--- src/rtl/core/ole_pkg.sv ---
package ole_pkg;

    typedef enum logic [2:0] {
        OP_INS_FRONT = 3'd0,
        OP_INS_AFTER = 3'd1,
        OP_APPEND    = 3'd2,
        OP_DEL_FRONT = 3'd3,
        OP_DEL_KEY   = 3'd4,
        OP_DEL_BACK  = 3'd5,
        OP_FIND      = 3'd6,
        OP_SUM       = 3'd7
    } op_t;

    typedef enum logic [1:0] {
        STAT_OK      = 2'd0,
        STAT_EMPTY   = 2'd1,
        STAT_MISSING = 2'd2,
        STAT_FULL    = 2'd3
    } status_t;

    typedef enum logic [2:0] {
        S_IDLE = 3'b001,
        S_SCAN = 3'b010,
        S_EDIT = 3'b100
    } state_t;

    // what every cell of the chain does this cycle
    typedef struct packed {
        logic rotate;
        logic insert;
        logic remove;
    } cell_ctrl_t;

endpackage

--- src/rtl/core/ole_cell.sv ---
module ole_cell #(
    parameter int INDEX = 0,
    parameter int POS_W = 4
) (
    input  logic                clk,
    input  ole_pkg::cell_ctrl_t ctrl,
    input  logic [POS_W-1:0]    edit_pos,
    input  logic signed [31:0]  left_value,
    input  logic signed [31:0]  right_value,
    input  logic signed [31:0]  load_value,
    output logic signed [31:0]  value
);

    localparam logic [POS_W-1:0] MY_POS = POS_W'(INDEX);

    logic signed [31:0] value_reg;
    logic signed [31:0] value_next;

    always_comb
    begin
        value_next = value_reg;
        if (ctrl.rotate)
        begin
            value_next = right_value;
        end
        else if (ctrl.insert)
        begin
            if (MY_POS == edit_pos)
            begin
                value_next = load_value;
            end
            else if (MY_POS > edit_pos)
            begin
                value_next = left_value;
            end
        end
        else if (ctrl.remove)
        begin
            if (MY_POS >= edit_pos)
            begin
                value_next = right_value;
            end
        end
    end

    always_ff @(posedge clk)
    begin
        value_reg <= value_next;
    end

    assign value = value_reg;

endmodule

--- src/rtl/core/ole_scan.sv ---
module ole_scan #(
    parameter int CAPACITY = 16
) (
    input  logic                                clk,
    input  logic                                rst_n,
    input  logic                                start,
    input  logic                                step_en,
    input  logic [$clog2(CAPACITY)-1:0]         step,
    input  logic [$clog2(CAPACITY+1)-1:0]       count,
    input  logic signed [31:0]                  key,
    input  logic signed [31:0]                  head_value,
    output logic                                found,
    output logic [$clog2(CAPACITY)-1:0]         match_pos,
    output logic signed [31:0]                  total
);

    localparam int POS_W = $clog2(CAPACITY);
    localparam int CNT_W = $clog2(CAPACITY+1);

    logic                   found_reg;
    logic                   found_next;
    logic [POS_W-1:0]       match_pos_reg;
    logic [POS_W-1:0]       match_pos_next;
    logic signed [31:0]     total_reg;
    logic signed [31:0]     total_next;
    logic                   in_range;

    // head cell holds entry number step while the ring turns
    assign in_range = CNT_W'(step) < count;

    always_comb
    begin
        found_next     = found_reg;
        match_pos_next = match_pos_reg;
        total_next     = total_reg;
        if (start)
        begin
            found_next     = 1'b0;
            match_pos_next = '0;
            total_next     = '0;
        end
        else if (step_en && in_range)
        begin
            total_next = total_reg + head_value;
            if (!found_reg && (head_value == key))
            begin
                found_next     = 1'b1;
                match_pos_next = step;
            end
        end
    end

    always_ff @(posedge clk or negedge rst_n)
    begin
        if (!rst_n)
        begin
            found_reg <= 1'b0;
        end
        else
        begin
            found_reg <= found_next;
        end
    end

    always_ff @(posedge clk)
    begin
        match_pos_reg <= match_pos_next;
        total_reg     <= total_next;
    end

    assign found     = found_reg;
    assign match_pos = match_pos_reg;
    assign total     = total_reg;

endmodule

--- src/rtl/core/ordered_list_engine_unit.sv ---
// channel | signals                                   | accepted when
// --------+-------------------------------------------+-------------------------
// in      | in_valid, in_ready, operation, key, value | in_valid && in_ready
// out     | out_valid, out_ready, status, position,   | out_valid && out_ready
//         | total, occupancy                          |
//
// find, insert-after, delete-key and sum turn the ring of cells once past the
// head comparator/adder before the edit step; other operations go straight to it.
// one item at a time; a finished result sits in the output register while the
// next item is taken, and the edit step waits if that register is still full.
// reset clears the entry count; entry cells hold no reset value.
module ordered_list_engine_unit #(
    parameter int CAPACITY = 16
) (
    input  logic               clk,
    input  logic               rst_n,
    input  logic               in_valid,
    output logic               in_ready,
    input  logic [2:0]         operation,
    input  logic signed [31:0] key,
    input  logic signed [31:0] value,
    output logic               out_valid,
    input  logic               out_ready,
    output logic [1:0]         status,
    output logic [3:0]         position,
    output logic signed [31:0] total,
    output logic [4:0]         occupancy
);

    localparam int POS_W = $clog2(CAPACITY);
    localparam int CNT_W = $clog2(CAPACITY+1);
    localparam logic [POS_W-1:0] LAST_STEP = POS_W'(CAPACITY-1);
    localparam logic [CNT_W-1:0] FULL_COUNT = CNT_W'(CAPACITY);

    ole_pkg::state_t        state_reg;
    ole_pkg::state_t        state_next;
    ole_pkg::op_t           op_reg;
    ole_pkg::op_t           op_in;
    logic signed [31:0]     key_reg;
    logic signed [31:0]     value_reg;
    logic [CNT_W-1:0]       count_reg;
    logic [CNT_W-1:0]       count_next;
    logic [POS_W-1:0]       step_reg;
    logic [POS_W-1:0]       step_next;

    logic                   out_valid_reg;
    logic                   out_valid_next;
    ole_pkg::status_t       status_reg;
    logic [3:0]             position_reg;
    logic signed [31:0]     total_reg;
    logic [4:0]             occupancy_reg;

    logic                   accept;
    logic                   out_free;
    logic                   edit_fire;
    logic                   needs_scan;
    logic                   list_empty;
    logic                   list_full;

    logic                   scan_found;
    logic [POS_W-1:0]       scan_pos;
    logic signed [31:0]     scan_total;

    ole_pkg::cell_ctrl_t    cell_ctrl;
    ole_pkg::cell_ctrl_t    edit_ctrl;
    logic [POS_W-1:0]       edit_pos;
    ole_pkg::status_t       status_c;
    logic [3:0]             position_c;
    logic signed [31:0]     total_c;
    logic [CNT_W-1:0]       count_c;

    logic signed [31:0]     cell_value [CAPACITY];

    assign in_ready   = (state_reg == ole_pkg::S_IDLE);
    assign accept     = in_valid && in_ready;
    assign out_free   = !out_valid_reg || out_ready;
    assign edit_fire  = (state_reg == ole_pkg::S_EDIT) && out_free;
    assign op_in      = ole_pkg::op_t'(operation);
    assign needs_scan = op_in inside {ole_pkg::OP_INS_AFTER, ole_pkg::OP_DEL_KEY,
                                      ole_pkg::OP_FIND, ole_pkg::OP_SUM};
    assign list_empty = (count_reg == '0);
    assign list_full  = (count_reg >= FULL_COUNT);

    // control
    always_comb
    begin
        state_next = state_reg;
        step_next  = step_reg;
        case (state_reg)
            ole_pkg::S_IDLE:
            begin
                step_next = '0;
                if (accept)
                begin
                    state_next = needs_scan ? ole_pkg::S_SCAN : ole_pkg::S_EDIT;
                end
            end
            ole_pkg::S_SCAN:
            begin
                step_next = step_reg + 1'b1;
                if (step_reg == LAST_STEP)
                begin
                    state_next = ole_pkg::S_EDIT;
                end
            end
            ole_pkg::S_EDIT:
            begin
                if (out_free)
                begin
                    state_next = ole_pkg::S_IDLE;
                end
            end
            default:
            begin
                state_next = ole_pkg::S_IDLE;
            end
        endcase
    end

    // decide the edit and the result once the scan is over
    always_comb
    begin
        status_c   = ole_pkg::STAT_OK;
        position_c = '0;
        total_c    = '0;
        count_c    = count_reg;
        edit_ctrl  = '0;
        edit_pos   = '0;
        case (op_reg)
            ole_pkg::OP_INS_FRONT:
            begin
                if (list_full)
                begin
                    status_c = ole_pkg::STAT_FULL;
                end
                else
                begin
                    edit_ctrl.insert = 1'b1;
                    count_c = count_reg + 1'b1;
                end
            end
            ole_pkg::OP_INS_AFTER:
            begin
                if (list_empty)
                begin
                    status_c = ole_pkg::STAT_EMPTY;
                end
                else if (list_full)
                begin
                    status_c = ole_pkg::STAT_FULL;
                end
                else if (!scan_found)
                begin
                    status_c = ole_pkg::STAT_MISSING;
                end
                else
                begin
                    edit_ctrl.insert = 1'b1;
                    edit_pos = scan_pos + 1'b1;
                    count_c = count_reg + 1'b1;
                end
            end
            ole_pkg::OP_APPEND:
            begin
                if (list_full)
                begin
                    status_c = ole_pkg::STAT_FULL;
                end
                else
                begin
                    edit_ctrl.insert = 1'b1;
                    edit_pos = POS_W'(count_reg);
                    count_c = count_reg + 1'b1;
                end
            end
            ole_pkg::OP_DEL_FRONT:
            begin
                if (list_empty)
                begin
                    status_c = ole_pkg::STAT_EMPTY;
                end
                else
                begin
                    edit_ctrl.remove = 1'b1;
                    count_c = count_reg - 1'b1;
                end
            end
            ole_pkg::OP_DEL_KEY:
            begin
                if (list_empty)
                begin
                    status_c = ole_pkg::STAT_EMPTY;
                end
                else if (!scan_found)
                begin
                    status_c = ole_pkg::STAT_MISSING;
                end
                else
                begin
                    edit_ctrl.remove = 1'b1;
                    edit_pos = scan_pos;
                    count_c = count_reg - 1'b1;
                end
            end
            ole_pkg::OP_DEL_BACK:
            begin
                if (list_empty)
                begin
                    status_c = ole_pkg::STAT_EMPTY;
                end
                else
                begin
                    count_c = count_reg - 1'b1;
                end
            end
            ole_pkg::OP_FIND:
            begin
                if (list_empty)
                begin
                    status_c = ole_pkg::STAT_EMPTY;
                end
                else if (!scan_found)
                begin
                    status_c = ole_pkg::STAT_MISSING;
                end
                else
                begin
                    position_c = 4'(scan_pos);
                end
            end
            ole_pkg::OP_SUM:
            begin
                total_c = scan_total;
            end
            default:
            begin
                status_c = ole_pkg::STAT_OK;
            end
        endcase
    end

    always_comb
    begin
        cell_ctrl        = '0;
        cell_ctrl.rotate = (state_reg == ole_pkg::S_SCAN);
        if (edit_fire)
        begin
            cell_ctrl.insert = edit_ctrl.insert;
            cell_ctrl.remove = edit_ctrl.remove;
        end
    end

    assign count_next     = edit_fire ? count_c : count_reg;
    assign out_valid_next = edit_fire ? 1'b1 : (out_ready ? 1'b0 : out_valid_reg);

    always_ff @(posedge clk or negedge rst_n)
    begin
        if (!rst_n)
        begin
            state_reg     <= ole_pkg::S_IDLE;
            step_reg      <= '0;
            count_reg     <= '0;
            out_valid_reg <= 1'b0;
        end
        else
        begin
            state_reg     <= state_next;
            step_reg      <= step_next;
            count_reg     <= count_next;
            out_valid_reg <= out_valid_next;
        end
    end

    always_ff @(posedge clk)
    begin
        if (accept)
        begin
            op_reg    <= op_in;
            key_reg   <= key;
            value_reg <= value;
        end
        if (edit_fire)
        begin
            status_reg    <= status_c;
            position_reg  <= position_c;
            total_reg     <= total_c;
            occupancy_reg <= 5'(count_c);
        end
    end

    ole_scan #(
        .CAPACITY (CAPACITY)
    ) u_scan (
        .clk        (clk),
        .rst_n      (rst_n),
        .start      (accept),
        .step_en    (state_reg == ole_pkg::S_SCAN),
        .step       (step_reg),
        .count      (count_reg),
        .key        (key_reg),
        .head_value (cell_value[0]),
        .found      (scan_found),
        .match_pos  (scan_pos),
        .total      (scan_total)
    );

    // the chain closes into a ring: the last cell takes from the head
    for (genvar i = 0; i < CAPACITY; i++)
    begin : g_cell
        ole_cell #(
            .INDEX (i),
            .POS_W (POS_W)
        ) u_cell (
            .clk         (clk),
            .ctrl        (cell_ctrl),
            .edit_pos    (edit_pos),
            .left_value  (cell_value[(i == 0) ? 0 : i - 1]),
            .right_value (cell_value[(i == CAPACITY - 1) ? 0 : i + 1]),
            .load_value  (value_reg),
            .value       (cell_value[i])
        );
    end

    assign out_valid = out_valid_reg;
    assign status    = status_reg;
    assign position  = position_reg;
    assign total     = total_reg;
    assign occupancy = occupancy_reg;

endmodule
--- config.mk ---
export PLATFORM = sky130hd
export DESIGN_NAME = ordered_list_engine_unit
export DESIGN_NICKNAME = d
export VERILOG_FILES = /design/src/rtl/core/ole_pkg.sv /design/src/rtl/core/ole_cell.sv /design/src/rtl/core/ole_scan.sv /design/src/rtl/core/ordered_list_engine_unit.sv
export SDC_FILE = /design/constraint.sdc
export NUM_CORES = 2
export LEC_CHECK = 0
export ABC_AREA = 1
export BUFFER_PORTS_ARGS = -buffer_cell sky130_fd_sc_hd__buf_2
export CELL_PAD_IN_SITES_DETAIL_PLACEMENT = 0
export CELL_PAD_IN_SITES_GLOBAL_PLACEMENT = 1
export CORE_ASPECT_RATIO = 1.25
export CORE_UTILIZATION = 43
export DETAILED_ROUTE_END_ITERATION = 7
export PLACE_DENSITY_LB_ADDON = 0.2
export SLEW_MARGIN = 20
export SYNTH_ARGS = -nofsm -noshare
export SYNTH_HDL_FRONTEND = slang
export SYNTH_SLANG_ARGS = --single-unit
--- constraint.sdc ---
create_clock -name clk -period 5.2 [get_ports clk]
set_clock_uncertainty 0.2 [all_clocks]
set_input_delay 0.26 -clock clk [delete_from_list [all_inputs] [get_ports clk]]
set_output_delay 0.26 -clock clk [all_outputs]
set_load 0.05 [all_outputs]
-- Word-level counts from Yosys, hierarchy flattened
Index checks and enable logic that the tools add are counted.
- muxes and demuxes: 137
- reductions and logical operators: 54
- add/sub/neg operators: 5
- magnitude comparators: 33
- eq/ne operators: 50
- operators by type and width (operator ; number):
    2-to-1 mux 32 bit ; 95
    inequality test 4 x 1 -> 1 bit (second input constant) ; 15
    AND reduction 3 bit ; 17
    nonzero test 3 bit ; 17
    2-to-1 mux 5 bit ; 7
    adder 32 bit ; 1
    equality test 32 bit ; 1
    equality test 4 bit (first input constant) ; 8
    >= comparator 4 bit (first input constant) ; 8
    > comparator 4 bit (first input constant) ; 8
    equality test 3 bit (second input constant) ; 8
    2-to-1 mux 4 bit ; 6
    one-hot mux 5 bit (4 select lines) ; 1
    equality test 3 x 4 -> 1 bit (first input constant) ; 4
    >= comparator 3 x 4 -> 1 bit (first input constant) ; 4
    > comparator 3 x 4 -> 1 bit (first input constant) ; 4
    2-to-1 mux 1 bit ; 12
    2-to-1 mux 2 bit ; 6
    2-to-1 mux 3 bit ; 4
    one-hot mux 4 bit (3 select lines) ; 1
    equality test 3 x 1 -> 1 bit (second input constant) ; 3
    equality test 3 x 2 -> 1 bit (second input constant) ; 3
    one-hot mux 3 bit (3 select lines) ; 1
    adder 4 x 1 -> 4 bit (second input constant) ; 2
    other kinds (27) ; 43
- bits of input ports: 71
- word-level logic and storage cells: 309
- output and inout bits: 45
- register bits: 672

-- Depth between registers and ports, before layout
- depth in word-level cells: 10
- mapped depth: 16
- gate-level depth less buffers: 16

-- By module
A second synthesis with hierarchy kept.
- cells, all modules: 5753
- area total of the unflattened synthesis: 42268.0 sq um
- by module, submodules not included (module ; instances ; cells each ; sequential area each (sq um) ; area an instance (sq um)):
    ordered_list_engine_unit ; 1 ; 429 ; 3629.7 ; 5106.1
    ole_scan ; 1 ; 822 ; 745.7 ; 4495.6
    ole_cell (g_cell[11].u_cell ...) ; 2 ; 283 ; 960.9 ; 2034.5
    ole_cell (g_cell[5].u_cell ...) ; 2 ; 281 ; 960.9 ; 2034.5
    ole_cell (g_cell[4].u_cell) ; 1 ; 283 ; 960.9 ; 2073.2
    ole_cell (g_cell[15].u_cell) ; 1 ; 278 ; 960.9 ; 2067.0
    ole_cell (g_cell[8].u_cell) ; 1 ; 282 ; 960.9 ; 2052.0
    ole_cell (g_cell[1].u_cell) ; 1 ; 282 ; 960.9 ; 2045.7
    ole_cell (g_cell[2].u_cell) ; 1 ; 282 ; 960.9 ; 2042.0
    ole_cell (g_cell[0].u_cell) ; 1 ; 279 ; 960.9 ; 2040.7
    ole_cell (g_cell[6].u_cell) ; 1 ; 282 ; 960.9 ; 2038.2
    ole_cell (g_cell[9].u_cell) ; 1 ; 281 ; 960.9 ; 2037.0
    ole_cell (g_cell[14].u_cell) ; 1 ; 283 ; 960.9 ; 2035.7
    ole_cell (g_cell[10].u_cell) ; 1 ; 282 ; 960.9 ; 2034.5
    +2 rows ; -- ; -- ; -- ; --

-- Worst setup path after synthesis
Ideal clock, no wire load.
- path type: register -> register
- from: register out_valid_reg, in the netlist out_valid
- to: register g_cell[0].u_cell.value_reg[0], enable pin
- clock period less this slack: 5909 ps
- arrival time: 5277 ps
- slack: -709 ps
- required time: 4568 ps
- library setup time: 432 ps
- cell stages (with the launch flop): 11
- buffers on the path: 1
- cell sequence: dfrtp_1 > inv_1 > nor2_1 > nor2_1 > clkbuf_1 > nand3_1 > nand2_1 > nor2_1 > inv_1 > o21ai_1 > a21oi_1
- cells in the longest elaborated chain, start to end: 6
- elaborated cells on any way between the ends: 8
- those cells by class: eq/ne: 1; mux: 1; reduce/logical: 6
- RTL lines (what ; line ; text):
    start, declared ; ordered_list_engine_unit.sv:46 ; logic out_valid_reg;
    start signal, assigned ; ordered_list_engine_unit.sv:270 ; out_valid_reg <= out_valid_next;
    logical NOT 1 bit (*) ; ordered_list_engine_unit.sv:76 ; assign out_free = !out_valid_reg || out_ready;
    logical OR 1 bit (*) ; ordered_list_engine_unit.sv:76 ;
    logical AND 1 bit (*) ; ordered_list_engine_unit.sv:77 ; assign edit_fire = (state_reg == ole_pkg::S_EDIT) && out_free;
    net edit_fire ; ordered_list_engine_unit.sv:55 ; logic edit_fire;
    2-to-1 mux 2 bit (*) ; ordered_list_engine_unit.sv:246 ; if (edit_fire)
    inequality test 3 x 1 -> 1 bit (no line) or nonzero test 3 bit (tied branches) ; -- ;
    AND reduction 3 bit (no line) (*) ; -- ;
    end signal, assigned ; ole_cell.sv:48 ; value_reg <= value_next;
    end, declared ; ole_cell.sv:16 ; logic signed [31:0] value_reg;
Mark *: on every way through the listed nets, which the timed path passes. The rest lies on a longest branch.
A chain may end at the register's enable or synchronous reset.

-- Worst setup path after layout
- from: register op_reg[0]
- to: register g_cell[15].u_cell.value_reg[23] (data pin)
- cells in the longest elaborated chain, start to end: 6
- elaborated cells on any way between the ends: 12
- those cells by class: eq/ne: 4; mux: 6; reduce/logical: 2
- RTL lines (what ; line ; text):
    start, declared ; ordered_list_engine_unit.sv:37 ; ole_pkg::op_t op_reg;
    start signal, assigned ; ordered_list_engine_unit.sv:278 ; op_reg <= op_in;
    equality test 3 bit (tied with other cells) ; ordered_list_engine_unit.sv:129 ; case (op_reg)
    one-hot mux 4 bit (3 select lines) or OR reduction 2 bit (tied branches) ; -- ;
    equality test 4 bit or one-hot mux 1 bit (2 select lines) (tied branches) ; ole_cell.sv:28, ordered_list_engine_unit.sv:129 ;
    2-to-1 mux 32 bit or 2-to-1 mux 2 bit (tied branches) ; ole_cell.sv:28, ordered_list_engine_unit.sv:246 ;
    2-to-1 mux 32 bit (*) ; ole_cell.sv:26 ; else if (ctrl.insert)
    2-to-1 mux 32 bit (*) ; ole_cell.sv:22 ; if (ctrl.rotate)
    net g_cell[15].u_cell.value_next[23] ; ole_cell.sv:17 ; logic signed [31:0] value_next;
    end signal, assigned ; ole_cell.sv:48 ;
    end, declared ; ole_cell.sv:16 ;
Marked as above.

==> reports/results.ini <==
[cts]
clock_sinks=672
cts_setup_buffers=0
cts_buffer_depth=3
cts_resized=0
cts_buffers=74
clk_pin_slew_ns=0.06
cts_tree=yes
insertion_delay_ns=0.64
h-tree-depth=3
root_buffer=clkbuf_16

[finish]
area_growth_pct=12.40
antenna_cells=0
multi_input_area_um2=14400
fillCellCount=8659
instances_no_fill=6121
regArea_um2=19750
drive_above_1_share=0.06743
nNetsFinal=5007
largest_reg_flops=512

[critical_path]
start_kind=flop
worstPathArrival_ns=4.18
critical_path_class=flop to flop
cp-end-kind=flop
worstPathMaxFanout=70
cp.required_ns=5.40

[logic_synthesis]
synth.distinct_cells=40
synthArstFlopShare=0.02083
ys_ff_latch=672
synth_top_area_frac=0.4933
ys_seq_area_frac=0.5216
yosysTopAreaCell=edfxtp_1
synth_warnings=0
ys.flop_type=edfxtp_1
yosys-top-cells-area=edfxtp_1 (49%), nand2_1 (18%), nand3_1 (13%)
synth.most_common_cell=nand2_1
syn_inst=4870
synth_area_um2=37860
avgSynthCellArea_um2=7.775
synth-edff-count=622
syn_nets=4981
yosys-top-cells-count=nand2_1 (1,781), nand3_1 (982), inv_1 (681)

[timing]
hold_ws_ns=0.1164
fmaxAchievable_ghz=0.2511
min_period_ns=3.983
rsz0062_at_grt=false
setup_viol=0
final-hold-violation-count=0
tightestPinTransition_ns=1.361
drv_slew=0
slew_headroom=0.09290
fin_tns_setup_ns=0
period_share=0.7659

[die]
dieArea_um2=89250
die_h_um=333.8
fp.dieW_um=267.4
start_util=0.4342
io_pins=116
core_region_area_um2=87200
fp-row-count=121

[grt]
grt_use_total=0.2797
antenna_found_initial=0
grt_pass1_wl_um=191200
grt_max_degree=224
gr-total-overflow=0
grt_pass1_vias=30850

[place]
placedCellCount=5916
gp_congestion=0.8970
place_hpwl_um=80230
portBuffers=115

[detailed_routing]
antenna_left=0
drc=0
first_iter_violations=3662
post_drt_wl_per_cell_um=20.43
drt-total-wl_um=125100
viasPerCell=5.290
vias=32380
dr.pass1.iters=8

[power]
p_comb_frac=0.286
p_leak_nw=20.03
irDropWorstVdd_mv=0.2447
powerDensity_nw_per_um2=455.6
switching_power_w=0.007058
p_int_w=0.01233
power_frac_seq=0.437
switching_share=0.3640
clkPwrFrac=0.277

[run]
maxCapViolations=0

[outcome]
status=finished clean

[hold_path]
hp-class=input port to flop

-- worst paths after layout --
path                                              start                               endpoint  slack [ns]  cells after the start
max reg2reg                         op_reg[0]$_DFFE_PP_  g_cell[15].u_cell.value[23]$_DFFE_PP_        1.22                     11
max                                 op_reg[0]$_DFFE_PP_  g_cell[15].u_cell.value[23]$_DFFE_PP_        1.22                     11
min                                           value[26]                value_reg[26]$_DFFE_PP_        0.12                      2
min reg2reg                u_scan.total[0]$_SDFFE_PP0P_           u_scan.total[0]$_SDFFE_PP0P_        0.29                      2
min in group asynchronous                         rst_n               state_reg[0]$_DFFE_PN1P_        0.48                      3
max in group asynchronous                         rst_n               count_reg[4]$_DFFE_PN0P_        3.24                      4
-- metrics by stage --
stage,setup WS [ns],utilization,cell area (um^2),total power (W)
after floorplan,0.2450,-,37870,0.01198
after global placement,1.132,0.4514,39360,0.01396
after detailed placement,1.220,0.4524,39450,0.01404
after CTS,1.200,0.4880,42560,0.01947
after global routing,0.8991,0.4880,42560,0.02042
final,1.217,0.4880,42560,0.01939
-- routing by layer --
metal  wire, um  GRT usage  vias to the layer above
met4       2591    0.07453                        0
li1           -          -                    15720
met5          0          0                        -
met2      56440     0.4378                     1339
met3       9065    0.03446                      153
met1      56970     0.4074                    15170
-- placed cells by master, fill, tap and decap left out, types with 5 or more instances in the layout --
cell type / n
clkinv_1: 16
nand2_1: 1778
o21ai_4: 5
o21bai_1: 7
nand3_1: 982
ha_1: 39
inv_2: 9
clkinv_2: 12
buf_4: 58
bufinv_16: 6
buf_2: 115
buf_12: 7
dfxtp_1: 36
nor3_1: 16
dlygate4sd3_1: 72
clkbuf_16: 79
nor2_2: 7
edfxtp_1: 622
nor2_4: 11
nor2_1: 108
dfrtp_1: 13
xnor2_1: 10
nand4_1: 15
a21oi_1: 76
clkbuf_1: 15
inv_1: 680
o21ai_0: 80
xor2_1: 24
-- critical path: stages (launching register included) --
cell	delay (ns)
edfxtp_1	0.46
nor2_1	0.29
nand2_1	0.18
nor2_1	0.24
nand2_1	0.13
nand3_2	0.23
inv_2	0.15
nor2_4	0.64
buf_4	0.76
nand3_1	0.18
nand3_1	0.13
nand2_1	0.06
-- logic make-up (layout without fill, tap and decap cells) --
family          count (synthesis)  in the layout  share of synthesized area
fa+ha+maj                      40             40                    0.01342
buf+inv                       996           1079                     0.1025
flops                         672            672                     0.5216
xor+xnor                       34             34                   0.007865
compound gates                194            194                    0.02756
simple gates                 2934           2934                     0.3270
-- area by class of cell --
class / instances / area share
multi-input combinational: 3202 / 0.3384
inverter: 691 / 0.06112
timing repair buffer: 255 / 0.04592
tap: 1168 / 0.03434
clock inverter: 37 / 0.007732
clock buffer: 96 / 0.04842
sequential: 672 / 0.4641
-- power by group through the flow --
stage	logic, W	registers, W	clock network (W)
finish	0.00555	0.00848	0.00536
global route	0.00620	0.00859	0.00563
CTS	0.00554	0.00847	0.00546
detailed placement	0.00546	0.00857	0
global placement	0.00539	0.00857	0
floorplan	0.00361	0.00837	0
-- what timing repair did --
action / 4_1_cts / 5_1_grt
hold endpoints to repair: 105 / 0
hold buffers: 72 / 0
endpoints found under the setup margin: 0 / 0
Note: power is estimated with default switching activity, not from simulation.
